File: config.mk
export PLATFORM = sky130hd
export DESIGN_NAME = compacting_key_list
export DESIGN_NICKNAME = d
export VERILOG_FILES = /design/src/rtl/ckl_pkg.sv /design/src/rtl/ckl_ram.sv /design/src/rtl/ckl_ctrl.sv /design/src/rtl/ckl_rsp_reg.sv /design/src/rtl/compacting_key_list.sv
export SDC_FILE = /design/constraint.sdc
export NUM_CORES = 1
export LEC_CHECK = 0
export BUFFER_PORTS_ARGS = -buffer_cell sky130_fd_sc_hd__clkbuf_2
export CORE_MARGIN = 1
export CORE_UTILIZATION = 55
export CTS_CLUSTER_DIAMETER = 30
export DETAILED_ROUTE_END_ITERATION = 12
export GPL_ROUTABILITY_DRIVEN = 0
export PLACE_DENSITY = 0.67
export RECOVER_POWER = 100
export SLEW_MARGIN = 20
export SYNTH_ARGS = -nofsm -noshare
export SYNTH_HDL_FRONTEND = slang
export SYNTH_SLANG_ARGS = --single-unit
File: constraint.sdc
create_clock -name clock -period 6.05 [get_ports clock]
set_clock_uncertainty 0.1 [all_clocks]
set_input_delay 0 -clock clock [delete_from_list [all_inputs] [get_ports clock]]
set_output_delay 0 -clock clock [all_outputs]
set_load 0.1 [all_outputs]
File: src/rtl/ckl_pkg.sv
// Shared types and codes for the compacting key list.
// No dependencies; every other file in rtl/ but ckl_ram imports this package.
package ckl_pkg;

   localparam int CMD_BITS       = 2;
   localparam int KEY_FIELD_BITS = 16;
   localparam int POS_BITS       = 6;
   localparam int STATUS_BITS    = 2;
   localparam int COUNT_BITS     = 7;

   // command codes
   localparam logic [CMD_BITS-1:0] CMD_APPEND = 2'd0;
   localparam logic [CMD_BITS-1:0] CMD_ERASE  = 2'd1;
   localparam logic [CMD_BITS-1:0] CMD_FIND   = 2'd2;

   // status codes
   localparam logic [STATUS_BITS-1:0] ST_OK        = 2'd0;
   localparam logic [STATUS_BITS-1:0] ST_FULL      = 2'd1;
   localparam logic [STATUS_BITS-1:0] ST_BAD_POS   = 2'd2;
   localparam logic [STATUS_BITS-1:0] ST_NOT_FOUND = 2'd3;

   typedef struct packed {
      logic [CMD_BITS-1:0]       command;
      logic [KEY_FIELD_BITS-1:0] key;
      logic [POS_BITS-1:0]       position;
   } req_type;

   typedef struct packed {
      logic [STATUS_BITS-1:0] status;
      logic [POS_BITS-1:0]    found_position;
      logic [COUNT_BITS-1:0]  entry_count;
   } rsp_type;

   typedef enum logic [1:0] {
      S_IDLE,
      S_ERASE,
      S_FIND,
      S_DONE
   } state_type;

endpackage

File: src/rtl/ckl_ram.sv
// Generic single-clock RAM: one write port, one read port, registered read.
// No dependencies.
module ckl_ram #(
   parameter int WIDTH = 16,
   parameter int DEPTH = 64
) (
   input  logic                     clock,
   input  logic                     wr_en,
   input  logic [$clog2(DEPTH)-1:0] wr_addr,
   input  logic [WIDTH-1:0]         wr_data,
   input  logic                     rd_en,
   input  logic [$clog2(DEPTH)-1:0] rd_addr,
   output logic [WIDTH-1:0]         rd_data
);

   logic [WIDTH-1:0] mem [DEPTH];
   logic [WIDTH-1:0] rd_data_ff;

   always_ff @(posedge clock) begin
      if (wr_en) begin
         mem[wr_addr] <= wr_data;
      end
      if (rd_en) begin
         rd_data_ff <= mem[rd_addr];
      end
   end

   assign rd_data = rd_data_ff;

endmodule

File: src/rtl/ckl_ctrl.sv
// Command sequencer: entry count, erase shift walk and find scan over the key RAM.
// Depends on ckl_pkg.
module ckl_ctrl #(
   parameter int CAPACITY = 64,
   parameter int KEY_BITS = 16
) (
   input  logic                        clock,
   input  logic                        reset,
   input  logic                        req_valid,
   output logic                        req_stall,
   input  ckl_pkg::req_type            req_payload,
   output logic                        res_valid,
   input  logic                        res_ready,
   output ckl_pkg::rsp_type            res,
   output logic                        ram_wr_en,
   output logic [$clog2(CAPACITY)-1:0] ram_wr_addr,
   output logic [KEY_BITS-1:0]         ram_wr_data,
   output logic                        ram_rd_en,
   output logic [$clog2(CAPACITY)-1:0] ram_rd_addr,
   input  logic [KEY_BITS-1:0]         ram_rd_data
);

   import ckl_pkg::*;

   localparam int AW   = $clog2(CAPACITY);
   localparam int CW   = $clog2(CAPACITY + 1);
   localparam int CMPW = (CW > POS_BITS) ? CW : POS_BITS;

   state_type                state_ff, state_in;
   logic [CW-1:0]            count_ff, count_in;
   logic [CW-1:0]            rd_idx_ff, rd_idx_in;
   logic                     pend_ff, pend_in;
   logic [AW-1:0]            pend_idx_ff, pend_idx_in;
   logic [KEY_BITS-1:0]      key_ff, key_in;
   logic [STATUS_BITS-1:0]   status_ff, status_in;
   logic [POS_BITS-1:0]      found_ff, found_in;

   logic issue_rd;
   logic walk_done;
   logic match;
   logic pos_bad;
   logic full;

   assign issue_rd  = (rd_idx_ff < count_ff);
   assign walk_done = !issue_rd && !pend_ff;
   assign match     = pend_ff && (ram_rd_data == key_ff);
   assign pos_bad   = (CMPW'(req_payload.position) >= CMPW'(count_ff));
   assign full      = (count_ff == CW'(CAPACITY));

   // next state
   always_comb begin
      state_in = state_ff;
      unique case (state_ff)
         S_IDLE: begin
            if (req_valid) begin
               unique case (req_payload.command)
                  CMD_ERASE: state_in = pos_bad ? S_DONE : S_ERASE;
                  CMD_FIND:  state_in = S_FIND;
                  default:   state_in = S_DONE;
               endcase
            end
         end
         S_ERASE: begin
            if (walk_done) state_in = S_DONE;
         end
         S_FIND: begin
            if (match || walk_done) state_in = S_DONE;
         end
         S_DONE: begin
            if (res_ready) state_in = S_IDLE;
         end
         default: state_in = S_IDLE;
      endcase
   end

   // datapath and RAM control
   always_comb begin
      count_in    = count_ff;
      rd_idx_in   = rd_idx_ff;
      pend_in     = 1'b0;
      pend_idx_in = pend_idx_ff;
      key_in      = key_ff;
      status_in   = status_ff;
      found_in    = found_ff;
      ram_wr_en   = 1'b0;
      ram_wr_addr = count_ff[AW-1:0];
      ram_wr_data = key_ff;
      ram_rd_en   = 1'b0;
      ram_rd_addr = rd_idx_ff[AW-1:0];
      res_valid   = 1'b0;

      unique case (state_ff)
         S_IDLE: begin
            if (req_valid) begin
               status_in = ST_OK;
               found_in  = '0;
               rd_idx_in = '0;
               key_in    = KEY_BITS'(req_payload.key);
               unique case (req_payload.command)
                  CMD_APPEND: begin
                     if (full) begin
                        status_in = ST_FULL;
                     end else begin
                        ram_wr_en   = 1'b1;
                        ram_wr_data = KEY_BITS'(req_payload.key);
                        count_in    = count_ff + CW'(1);
                     end
                  end
                  CMD_ERASE: begin
                     if (pos_bad) begin
                        status_in = ST_BAD_POS;
                     end else begin
                        rd_idx_in = CW'(CMPW'(req_payload.position) + CMPW'(1));
                     end
                  end
                  default: begin
                  end
               endcase
            end
         end
         S_ERASE: begin
            // read entry i, write it to i-1 on the next cycle
            ram_rd_en   = issue_rd;
            pend_in     = issue_rd;
            pend_idx_in = rd_idx_ff[AW-1:0];
            if (issue_rd) rd_idx_in = rd_idx_ff + CW'(1);
            if (pend_ff) begin
               ram_wr_en   = 1'b1;
               ram_wr_addr = pend_idx_ff - AW'(1);
               ram_wr_data = ram_rd_data;
            end
            if (walk_done) count_in = count_ff - CW'(1);
         end
         S_FIND: begin
            ram_rd_en   = issue_rd;
            pend_in     = issue_rd;
            pend_idx_in = rd_idx_ff[AW-1:0];
            if (issue_rd) rd_idx_in = rd_idx_ff + CW'(1);
            if (match) begin
               found_in = POS_BITS'(pend_idx_ff);
            end else if (walk_done) begin
               status_in = ST_NOT_FOUND;
            end
         end
         S_DONE: begin
            res_valid = 1'b1;
         end
         default: begin
         end
      endcase
   end

   always_ff @(posedge clock) begin
      if (reset) begin
         state_ff <= S_IDLE;
         count_ff <= '0;
         pend_ff  <= 1'b0;
      end else begin
         state_ff <= state_in;
         count_ff <= count_in;
         pend_ff  <= pend_in;
      end
   end

   always_ff @(posedge clock) begin
      rd_idx_ff   <= rd_idx_in;
      pend_idx_ff <= pend_idx_in;
      key_ff      <= key_in;
      status_ff   <= status_in;
      found_ff    <= found_in;
   end

   assign req_stall          = (state_ff != S_IDLE);
   assign res.status         = status_ff;
   assign res.found_position = found_ff;
   assign res.entry_count    = COUNT_BITS'(count_ff);

endmodule

File: src/rtl/ckl_rsp_reg.sv
// Result output register; frees the sequencer while a result waits downstream.
// Depends on ckl_pkg.
module ckl_rsp_reg (
   input  logic             clock,
   input  logic             reset,
   input  logic             res_valid,
   output logic             res_ready,
   input  ckl_pkg::rsp_type res,
   output logic             rsp_valid,
   input  logic             rsp_stall,
   output ckl_pkg::rsp_type rsp_payload
);

   import ckl_pkg::*;

   logic    rsp_valid_ff, rsp_valid_in;
   rsp_type rsp_ff, rsp_in;
   logic    load;

   assign res_ready = !rsp_valid_ff || !rsp_stall;
   assign load      = res_valid && res_ready;

   always_comb begin
      rsp_valid_in = rsp_valid_ff && rsp_stall;
      rsp_in       = rsp_ff;
      if (load) begin
         rsp_valid_in = 1'b1;
         rsp_in       = res;
      end
   end

   always_ff @(posedge clock) begin
      if (reset) begin
         rsp_valid_ff <= 1'b0;
      end else begin
         rsp_valid_ff <= rsp_valid_in;
      end
   end

   always_ff @(posedge clock) begin
      rsp_ff <= rsp_in;
   end

   assign rsp_valid   = rsp_valid_ff;
   assign rsp_payload = rsp_ff;

endmodule

File: src/rtl/compacting_key_list.sv
// Compacting key list: an ordered list of up to CAPACITY keys held in one RAM, taking one
// command at a time. Append, an erase with a bad position and an unused command code go
// from idle straight to the result state. Erase walks the single RAM read port over the
// entries behind the erased one and writes each one slot lower, one entry per cycle.
// Find scans from position 0, one RAM read per cycle, and stops on the first hit or,
// on a miss, after the last entry (at once on an empty list). The result sits in an
// output register, so the next command can start while a result is still stalled.
module compacting_key_list #(
   parameter int CAPACITY = 64,
   parameter int KEY_BITS = 16
) (
   input  logic             clock,
   input  logic             reset,
   input  logic             req_valid,
   output logic             req_stall,
   input  ckl_pkg::req_type req_payload,
   output logic             rsp_valid,
   input  logic             rsp_stall,
   output ckl_pkg::rsp_type rsp_payload
);

   import ckl_pkg::*;

   localparam int AW = $clog2(CAPACITY);

   logic                res_valid;
   logic                res_ready;
   rsp_type             res;
   logic                ram_wr_en;
   logic [AW-1:0]       ram_wr_addr;
   logic [KEY_BITS-1:0] ram_wr_data;
   logic                ram_rd_en;
   logic [AW-1:0]       ram_rd_addr;
   logic [KEY_BITS-1:0] ram_rd_data;

   ckl_ctrl #(
      .CAPACITY (CAPACITY),
      .KEY_BITS (KEY_BITS)
   ) u_ctrl (
      .clock       (clock),
      .reset       (reset),
      .req_valid   (req_valid),
      .req_stall   (req_stall),
      .req_payload (req_payload),
      .res_valid   (res_valid),
      .res_ready   (res_ready),
      .res         (res),
      .ram_wr_en   (ram_wr_en),
      .ram_wr_addr (ram_wr_addr),
      .ram_wr_data (ram_wr_data),
      .ram_rd_en   (ram_rd_en),
      .ram_rd_addr (ram_rd_addr),
      .ram_rd_data (ram_rd_data)
   );

   ckl_ram #(
      .WIDTH (KEY_BITS),
      .DEPTH (CAPACITY)
   ) u_ram (
      .clock   (clock),
      .wr_en   (ram_wr_en),
      .wr_addr (ram_wr_addr),
      .wr_data (ram_wr_data),
      .rd_en   (ram_rd_en),
      .rd_addr (ram_rd_addr),
      .rd_data (ram_rd_data)
   );

   ckl_rsp_reg u_rsp (
      .clock       (clock),
      .reset       (reset),
      .res_valid   (res_valid),
      .res_ready   (res_ready),
      .res         (res),
      .rsp_valid   (rsp_valid),
      .rsp_stall   (rsp_stall),
      .rsp_payload (rsp_payload)
   );

endmodule

==> results of run 1 <==
[cell families after synthesis]
kind of cell               synth area share [%]
AOI/OAI and AO/OA                          2.74
xor gates and xnor gates                  0.625
adders and majority gates                 0.909
and+or+nand+nor                            2.08
DFF                                        75.9
buffers and inverters                      1.44
muxes                                      16.3
[critical path, stage by stage, from the launching register on]
cell      delay [ns]
dfxtp_1         0.35
inv_1           0.12
ha_1            0.22
and2_0          0.95
nand2_1         0.28
o41ai_1         1.05
nand2_1         0.56
nor2_1          0.41
clkbuf_1        0.85
[worst max-delay path by stage]
stage                       startpoint  depth (start not counted)  slack, ns                to
global route        u_ctrl.state_ff[1]                          8       0.57  u_ram.mem[33][9]
floorplan           u_ctrl.state_ff[0]                          7       2.69  u_ram.mem[16][0]
global placement    u_ctrl.state_ff[0]                          8       1.72   u_ram.mem[1][8]
detailed placement  u_ctrl.state_ff[0]                          8       1.57  u_ram.mem[1][11]
CTS                 u_ctrl.state_ff[0]                          8       1.51  u_ram.mem[1][14]
finish              u_ctrl.state_ff[0]                          8       0.76  u_ram.mem[34][9]
[sequential cells by signal, indices dropped and copies added, names as in the netlist]
signal and cells:
u_ram.mem 1024, u_ctrl.found_ff 6, u_rsp.rsp_valid 1, u_ctrl.pend_idx_ff 6, u_ctrl.key_ff 16, u_ram.rd_data 16, u_rsp.rsp_payload 15, u_ctrl.state_ff 2
u_ctrl.status_ff 2, u_ctrl.count_ff 7, u_ctrl.rd_idx_ff 7, u_ctrl.pend_ff 1
[timing repair]
item | CTS | global route
hold buffers | 54 | 0
hold endpoints to repair | 74 | 0
gates resized for setup | 0 | 0
[per-layer routing]
layer / share of wire (%) / vias to the layer above / wire length (µm)
met5: 0 / - / 0
met2: 48 / 1074 / 49100
met3: 8.6 / 196 / 8720
met1: 40 / 11400 / 40500
met4: 3.1 / 0 / 3170
li1: - / 9101 / -
[power by group]
group / leakage [nW] / switching [mW] / internal (mW)
sequential: 9.94 / 0.220 / 9.67
clock: 2.83 / 3.51 / 6.33
combinational: 3.59 / 4.23 / 2.69
[area by class of cell]
class                      instances  area [µm²]
clock buffer                     184        4370
inverter                          41         160
multi-input combinational        778        9850
sequential                      1103       33000
clock inverter                   128        1500
timing repair buffer             187        1200
fill                            5002       26500
tap                             1040        1300
[Yosys cell counts (all sizes together) (6+ instances only)]
library cell  count
o21ai            41
xor2              8
a21oi            23
dfxtp            11
o221ai           12
nand2            51
buf              60
o22ai            19
nand3            13
a211oi            7
inv              41
mux2             18
clkbuf           33
a222oi           14
a22oi            17
nor2             85
a21o              6
mux4            290
and2              9
nor3             19
ha               30
mux2i            34
edfxtp         1092
xnor2            23
[cells in the final DEF, fill, tap and decap left out, types with 23 or more instances in the layout]
cell / instances
mux2i_1: 34
clkinv_2: 28
bufinv_16: 25
edfxtp_1: 1092
clkbuf_1: 108
dlygate4sd3_1: 54
xnor2_1: 23
clkbuf_16: 172
nand2_1: 51
a21oi_1: 23
ha_1: 30
o21ai_0: 40
nor2_1: 73
clkinv_1: 26
inv_1: 30
mux4_2: 290
==> out/qor.csv, run 1 <==
stage,metric,value,unit
status,status,"complete, but fails checks",
status,violations,"capacitance limit, slew limit",
worst_setup_path,crit_type,reg2reg,
floorplan,dieArea,0.0802,mm²
timing,finalCritPeriodShare,87.5,%
logic_synthesis,yosys_register_bits,1103,
timing,tightest_slew,3.09,ns
power,power_density,519,mW/mm²
worst_setup_path,cp.arrival,5.53,ns
logic_synthesis,synth_warnings,0,
clock_network,cts_sinks,1103,
worst_setup_path,endpoint_kind,register,
floorplan,io_pins,45,
hold_path,holdPathEnd,u_ctrl.count_ff[0],
floorplan,rows,102,
finish,utilization,66.0,%
logic_synthesis,synth_top_cell_area_share,75.4,%
logic_synthesis,synth_area_leader_cell,edfxtp_1,
worst_setup_path,r2r-end,u_ram.mem[34][9],
placed_design,dp.cells,3095,
hold_path,worstHoldStart,reset,
worst_setup_path,cp-start-kind,register,
power,peakVddDrop,0.000334,V
timing,finalSetupTns,0,ns
power,p_total,26.7,mW
timing,hold_viol_final,0,
global_routing,antenna_found_initial,0,
worst_setup_path,crit_required,6.29,ns
timing,rsz0062_at_grt,false,
clock_network,postCtsSetupRepairBufs,0,
worst_setup_path,r2r_slack,0.76,ns
detailed_routing,drc,0,
worst_setup_path,critical_path_peak_fanout,18,
logic_synthesis,synth.distinct_cells,57,
detailed_routing,routed_wl,101000,µm
global_routing,grt_pass1_vias,22200,
finish,finalNonFillerCells,3461,
finish,final_area,0.0514,mm²
global_routing,grt_max_degree,103,
detailed_routing,drtIter0Drc,2423,
logic_synthesis,synth-edff-count,1092,
floorplan,coreArea,0.0778,mm²
logic_synthesis,syn_nets,2074,
logic_synthesis,synthCells,2015,
finish,n_antenna_cell,0,
clock_network,cts_buffer_depth,3,
placed_design,place_area,0.0453,mm²
global_routing,top_usage_layer,met2,
hold_path,hold_class,in2reg,
finish,post_route_cells_drive_above_1_share,26.7,%
timing,post-route-min-period,5.29,ns
global_routing,use_met3,5.55,%
detailed_routing,vias,21800,
floorplan,die_width,283,µm
logic_synthesis,synth_seq_area_share,75.9,%
worst_setup_path,r2r-start,u_ctrl.state_ff[0],
power,p_leak,16.4,nW
timing,maxSlewViolCount,511,
clock_network,cts_buffers,170,
floorplan,initial_core_util,55.8,%
clock_network,cts_tree,yes,
finish,area_growth,18.2,%
timing,whs,0.0748,ns
timing,maxSlewHeadroom,-106,%
placed_design,post-place-ws,1.57,ns
timing,fin_ws,0.759,ns
clock_network,insertion_delay,0.74,ns
logic_synthesis,synthTopCellsByArea,"edfxtp_1 75%, mux4_2 15%, ha_1 0.86%, mux2i_1 0.78%, nor2_1 0.73%",
clock_network,htreeDepth,4,
clock_network,clk_pin_slew,0.05,ns
global_routing,grt_use_total,25.8,%
timing,setup_viol_count_final,0,
detailed_routing,vias_per_cell,6.30,
logic_synthesis,synth_flop_cell,edfxtp_1,
detailed_routing,wl_per_cell,29.3,µm
floorplan,dieHeight,283,µm
job,maxCapViolCount,16,
finish,final_net_count,2340,
logic_synthesis,synth_area,0.0435,mm²
logic_synthesis,async_reset_ff_share,0,%
global_routing,gr-total-overflow,0,
global_routing,use_met1,36.1,%
global_routing,grt_first_pass_wirelength,149000,µm
detailed_routing,drt_first_pass_iters,8,
global_routing,use_met2,40.5,%
placed_design,port_buffers,44,
placed_design,place_hpwl,56000,µm
logic_synthesis,syn_avg_cell_area,21.6,µm²
hold_path,hold_depth,3,
timing,max_freq,189,MHz
detailed_routing,postRouteAntennaNets,0,
worst_setup_path,reg2regPathDepth,8,
clock_network,cts_root_buf,clkbuf_16,
(Power assumes the default switching activity.)
==> run 2, diff against run 1 <==
Settings changed: CTS_BUF_LIST set to sky130_fd_sc_hd__clkbuf_8.
==> run 2 against run 1 <==
Effect of this change: the flow still finishes with violations (capacitance limit, slew limit); count of clock-buffer cells in the layout grew 7; non-clock buffer count grew 3; hold slack gained 0.038 ns; flip-flop and latch count is the same; core utilization shrank 2.5 points; register-to-register slack gained 0.03 ns; first-iteration DRC count grew 0.78%; setup slack gained 0.028 ns; die area is the same; global-route usage shrank 0.46 points; clock power shrank 31%; design area shrank 3.9%; critical path type unchanged; critical endpoint is now u_ram.mem[27][5]; highest routed layer unchanged.
==> out/qor.csv, run 2 (synthesized netlist as in run 1, its figures left out) <==
stage,metric,value,unit
worst_setup_path,endpoint_kind,register,
power,switchingPower,7.39,mW
floorplan,rows,102,
floorplan,initial_core_util,55.8,%
finish,ff_latch_area,0.0330,mm²
status,violations,"capacitance limit, slew limit",
worst_setup_path,cp-start-kind,register,
detailed_routing,wl_per_cell,28.6,µm
worst_setup_path,critical_path_peak_fanout,18,
finish,fillers,5270,
clock_network,cts_tree,yes,
finish,final_net_count,2357,
clock_network,cts_buffers,184,
finish,largest_reg_flops,1024,
clock_network,cts_resized,0,
timing,hold_viol_final,0,
worst_setup_path,crit_top_cell,nand2_1,
placed_design,dp.cells,3095,
detailed_routing,routed_wl,99700,µm
global_routing,grt_use_total,25.3,%
worst_setup_path,cp.arrival,5.57,ns
power,clockPowerShare,28.8,%
finish,final_common_cell,edfxtp_1,
global_routing,gr-total-overflow,0,
power,power_density,477,mW/mm²
detailed_routing,postRouteAntennaNets,0,
clock_network,htreeDepth,4,
power,p_comb_share,29.2,%
hold_path,hold_class,in2reg,
clock_network,insertion_delay,0.82,ns
power,p_int,16.2,mW
power,seqPwrFrac,42.0,%
clock_network,clk_pin_slew,0.06,ns
finish,multi_input_area,0.00985,mm²
timing,maxSlewHeadroom,-107,%
global_routing,top_usage_layer,met2,
power,p_sw_share,31.4,%
timing,finalSetupTns,0,ns
clock_network,cts_sinks,1103,
timing,tightest_slew,3.11,ns
finish,finalNonFillerCells,3485,
floorplan,dieHeight,283,µm
clock_network,cts_root_buf,clkbuf_8,
detailed_routing,drtIter0Drc,2442,
job,maxCapViolCount,16,
floorplan,dieArea,0.0802,mm²
global_routing,grt_pass1_vias,22100,
floorplan,io_pins,45,
floorplan,die_width,283,µm
global_routing,use_met2,39.6,%
timing,rsz0062_at_grt,false,
timing,finalCritPeriodShare,87.0,%
global_routing,antenna_found_initial,1,
floorplan,coreArea,0.0778,mm²
clock_network,cts_buffer_depth,3,
finish,post_route_cells_drive_above_1_share,25.7,%
worst_setup_path,crit_type,reg2reg,
timing,maxSlewViolCount,608,
worst_setup_path,slowest_stage,o41ai_1,
global_routing,grt_first_pass_wirelength,147000,µm
detailed_routing,drc,0,
timing,setup_viol_count_final,0,
placed_design,place_hpwl,56000,µm
finish,mostFrequentLayoutCells,"1,092 x edfxtp_1, 290 x mux4_2, 191 x clkbuf_8, 95 x clkbuf_1, 73 x nor2_1",
worst_setup_path,crit_chain,inv_1 > ha_1 > and2_0 > nand2_1 > o41ai_1 > nand2_1 > nor2_1 > clkbuf_1,
timing,whs,0.112,ns
global_routing,grt_max_degree,103,
status,status,"complete, but fails checks",
global_routing,use_met1,35.7,%
detailed_routing,vias_per_cell,6.22,
placed_design,post-place-ws,1.57,ns
worst_setup_path,slowest_delay,1.05,ns
finish,area_growth,13.7,%
power,peakVddDrop,0.000264,V
worst_setup_path,crit_required,6.36,ns
timing,post-route-min-period,5.26,ns
detailed_routing,vias,21700,
timing,fin_ws,0.787,ns
global_routing,use_met3,5.61,%
detailed_routing,drt_first_pass_iters,6,
power,p_leak,15.6,nW
timing,max_freq,190,MHz
finish,regMostFlops,u_ram.mem,
placed_design,port_buffers,44,
[run 2: cell count changes in the layout (fill, tap and decap cells not counted), sizes merged]
| cell | change |
|---|---|
| buf | +4 |
| bufinv | -5 |
| clkbuf | +4 |
| clkinvlp | -7 |
| diode | +1 |
| dlygate4sd3 | +2 |
| inv | +25 |
[run 2: area by class of cell]
| type | count | share of cell area, % |
|---|---|---|
| Sequential cell | 1103 | 66.8 |
| Timing Repair Buffer | 190 | 2.54 |
| Antenna cell | 1 | 0.00506 |
| Multi-Input combinational cell | 778 | 19.9 |
| Tap cell | 1040 | 2.63 |
| Inverter | 41 | 0.329 |
| Clock buffer | 191 | 5.32 |
| Clock inverter | 141 | 2.43 |
[run 2: worst paths after layout]
| kind | start | endpoint | slack [ns] | cells after the start |
|---|---|---|---|---|
| min reg2reg | u_ctrl.status_ff[0] | u_rsp.rsp_payload[13] | 0.32 | 0 |
| max reg2reg | u_ctrl.state_ff[0] | u_ram.mem[27][5] | 0.79 | 8 |
| max | u_ctrl.state_ff[0] | u_ram.mem[27][5] | 0.79 | 8 |
| min | req_payload[23] | u_ctrl.state_ff[0] | 0.11 | 6 |
[run 2: critical path: cells and delay by family (launching register included)]
kind	cells	cell delay, ns
compound gates	1	1.05
fa+ha+maj	1	0.22
flops	1	0.36
simple gates	4	1.98
buf+inv	2	1.12
[run 2: repair_timing]
action | 4_1_cts | 5_1_grt
buffers inserted | 0 | 0
hold buffers | 56 | 0
endpoints found under the hold margin | 74 | 0
[run 2: per-layer routing]
metal,share of wire [%],up-vias
met5,0,-
met4,2.9,0
met3,8.5,167
met2,48,1042
met1,40,11400
li1,-,9089
[run 2: power groups by stage]
stage	Sequential [mW]	Clock (mW)	Combinational (mW)
floorplan	9.95	0	4.64
global placement	9.99	0	6.69
detailed placement	10.0	0	6.82
CTS	9.85	6.89	6.88
global route	9.91	7.21	7.33
finish	9.89	6.78	6.88
[run 2: stage by stage]
stage | utilization [%] | total power, mW | instance area [µm²]
floorplan | - | 14.6 | 43500
global placement | 58.2 | 16.7 | 45300
detailed placement | 58.2 | 16.8 | 45300
CTS | 63.8 | 23.6 | 49700
global route | 63.5 | 24.5 | 49400
finish | 63.5 | 23.6 | 49400
==> run 3, diff against run 2 <==
Settings changed: CORE_UTILIZATION 55 to 45, PLACE_DENSITY 0.67 to 0.56.
==> run 3 against run 2 <==
Effect of this change: the run still ends with capacitance limit, slew limit left; sequential share of layout area shrank 1.2 points; core utilization is 11 points lower; largest power group unchanged; global-route usage fell by 3.3 points; critical path type unchanged; clock power increased by 15%; largest cell class unchanged; count of clock-buffer cells in the layout increased by 18; maximum frequency increased by 0.90%; setup slack better by 0.047 ns; register-to-register slack gained 0.05 ns; combinational power is 6.7% higher; hold slack got worse by 0.015 ns; flip-flop and latch count did not move; first-iteration DRC count down 3.3%.
==> out/qor.csv, run 3 (synthesized netlist as in run 1, its figures left out) <==
stage,metric,value,unit
worst_setup_path,slowest_delay,1.24,ns
power,seqPwrFrac,39.5,%
detailed_routing,postRouteAntennaNets,0,
power,switchingPower,8.09,mW
finish,final_net_count,2361,
worst_setup_path,crit_type,reg2reg,
finish,regMostFlops,u_ram.mem,
status,violations,"capacitance limit, slew limit",
global_routing,gr-total-overflow,0,
worst_setup_path,crit_required,6.42,ns
detailed_routing,drc,0,
worst_setup_path,crit_top_cell,nand2_1,
finish,final_common_cell,edfxtp_1,
clock_network,postCtsSetupRepairBufs,0,
clock_network,cts_root_buf,clkbuf_8,
floorplan,coreArea,0.0953,mm²
global_routing,grt_use_total,22.0,%
finish,post_route_cells_drive_above_1_share,27.5,%
detailed_routing,routed_wl,107000,µm
timing,post-route-min-period,5.22,ns
detailed_routing,drt_first_pass_iters,10,
worst_setup_path,cp.arrival,5.58,ns
timing,rsz0062_at_grt,false,
timing,maxSlewViolCount,713,
placed_design,place_area,0.0455,mm²
timing,setup_viol_count_final,0,
clock_network,insertion_delay,0.89,ns
clock_network,cts_buffers,208,
floorplan,rows,113,
global_routing,grt_max_degree,104,
global_routing,grt_first_pass_wirelength,153000,µm
finish,final_area,0.0503,mm²
power,p_int,16.9,mW
worst_setup_path,endpoint_kind,register,
worst_setup_path,crit_chain,inv_1 > ha_1 > and2_0 > nand2_1 > o41ai_1 > nand2_1 > nor2_1,
timing,finalSetupTns,0,ns
placed_design,port_buffers,44,
hold_path,hold_class,in2reg,
detailed_routing,vias_per_cell,5.77,
power,clockPowerShare,31.1,%
power,peakVddDrop,0.000274,V
detailed_routing,drtIter0Drc,2361,
floorplan,dieArea,0.0979,mm²
clock_network,cts_sinks,1103,
placed_design,place_hpwl,63000,µm
floorplan,dieHeight,313,µm
finish,mostFrequentLayoutCells,"1,092 x edfxtp_1, 290 x mux4_2, 209 x clkbuf_8, 79 x inv_1",
global_routing,grt_pass1_vias,21900,
timing,fin_ws,0.834,ns
floorplan,die_width,313,µm
worst_setup_path,critical_path_peak_fanout,18,
timing,tightest_slew,2.80,ns
hold_path,hold_depth,6,
finish,multi_input_area,0.00986,mm²
worst_setup_path,reg2regPathDepth,7,
finish,fillers,7516,
clock_network,htreeDepth,4,
floorplan,initial_core_util,45.6,%
finish,largest_reg_flops,1024,
timing,max_freq,192,MHz
finish,ff_latch_area,0.0330,mm²
status,status,"complete, but fails checks",
power,p_sw_share,32.4,%
job,maxCapViolCount,26,
clock_network,cts_tree,yes,
placed_design,post-place-ws,1.58,ns
power,p_leak,16.0,nW
floorplan,io_pins,45,
worst_setup_path,cp-start-kind,register,
detailed_routing,vias,21600,
timing,hold_viol_final,0,
power,p_comb_share,29.4,%
finish,area_growth,15.8,%
timing,maxSlewHeadroom,-86.6,%
clock_network,cts_buffer_depth,3,
worst_setup_path,slowest_stage,nor2_1,
detailed_routing,wl_per_cell,28.5,µm
timing,finalCritPeriodShare,86.2,%
global_routing,antenna_found_initial,5,
power,power_density,496,mW/mm²
clock_network,clk_pin_slew,0.05,ns
## run 3: changes by cell type in the layout (fill, tap and decap cells not counted), moves of 3 or more
cell        change
inv_2           +3
clkinv_8        +5
clkinvlp_4      +5
clkbuf_8       +18
clkbuf_2        +5
clkinv_1        -4
clkbuf_1       -24
inv_1           +8
clkinv_4        +4
clkinv_2        +4
bufinv_16       +8
## run 3: path summary, 6_finish.rpt
check | startpoint | to | slack, ns
worst min register to register | u_ctrl.status_ff[1] | u_rsp.rsp_payload[14] | 0.35
worst max-delay path | u_ctrl.state_ff[0] | u_ram.mem[0][2] | 0.83
worst min-delay path | req_payload[23] | u_ctrl.state_ff[0] | 0.1
worst max register to register | u_ctrl.state_ff[0] | u_ram.mem[0][2] | 0.83
## run 3: cell type report
type                    instances  share of cell area, %
clock buffers                 209                   5.72
repair buffers                170                   2.33
diodes                          2                0.00994
well taps                    1265                   3.14
clock inverters               175                   3.31
multi-input cells             778                   19.6
flip-flops and latches       1103                   65.6
inverters                      41                  0.311
## run 3: worst max-delay path: cells and delay by family (launching register included)
| kind | cells | cell delay, ns |
|---|---|---|
| flops | 1 | 0.34 |
| compound gates | 1 | 0.80 |
| simple gates | 4 | 3.20 |
| buf+inv | 1 | 0.12 |
| fa+ha+maj | 1 | 0.23 |
## run 3: metal layers
metal | vias to the layer above | wire length [µm] | GRT usage [%]
met5 | - | 39 | 0
met3 | 172 | 8920 | 6.17
li1 | 9134 | - | -
met1 | 11400 | 45400 | 31.1
met2 | 944 | 49600 | 33.3
met4 | 6 | 2520 | 6.78
## run 3: stage by stage
| stage | total power [mW] | instances | hold WS (ns) | util [%] |
|---|---|---|---|---|
| floorplan | 14.6 | 2015 | -0.00113 | - |
| global placement | 17.2 | 3299 | 0.126 | 47.7 |
| detailed placement | 17.3 | 3299 | 0.127 | 47.7 |
| CTS | 25.2 | 3741 | 0.000978 | 53.1 |
| global route | 25.9 | 3743 | 0.0728 | 52.8 |
| finish | 25.0 | 3743 | 0.0978 | 52.8 |
## run 3: power groups by stage
| stage | clock [mW] | combinational [mW] | sequential [mW] |
|---|---|---|---|
| finish | 7.78 | 7.34 | 9.87 |
| floorplan | 0 | 4.64 | 9.95 |
| global route | 8.26 | 7.79 | 9.89 |
| detailed placement | 0 | 7.35 | 9.99 |
| CTS | 7.93 | 7.41 | 9.84 |
| global placement | 0 | 7.25 | 9.99 |
## run 3: repair_timing
action / 4_1_cts / 5_1_grt
endpoints found under the hold margin: 227 / 0
hold buffers: 58 / 0
resized for setup: 0 / 0
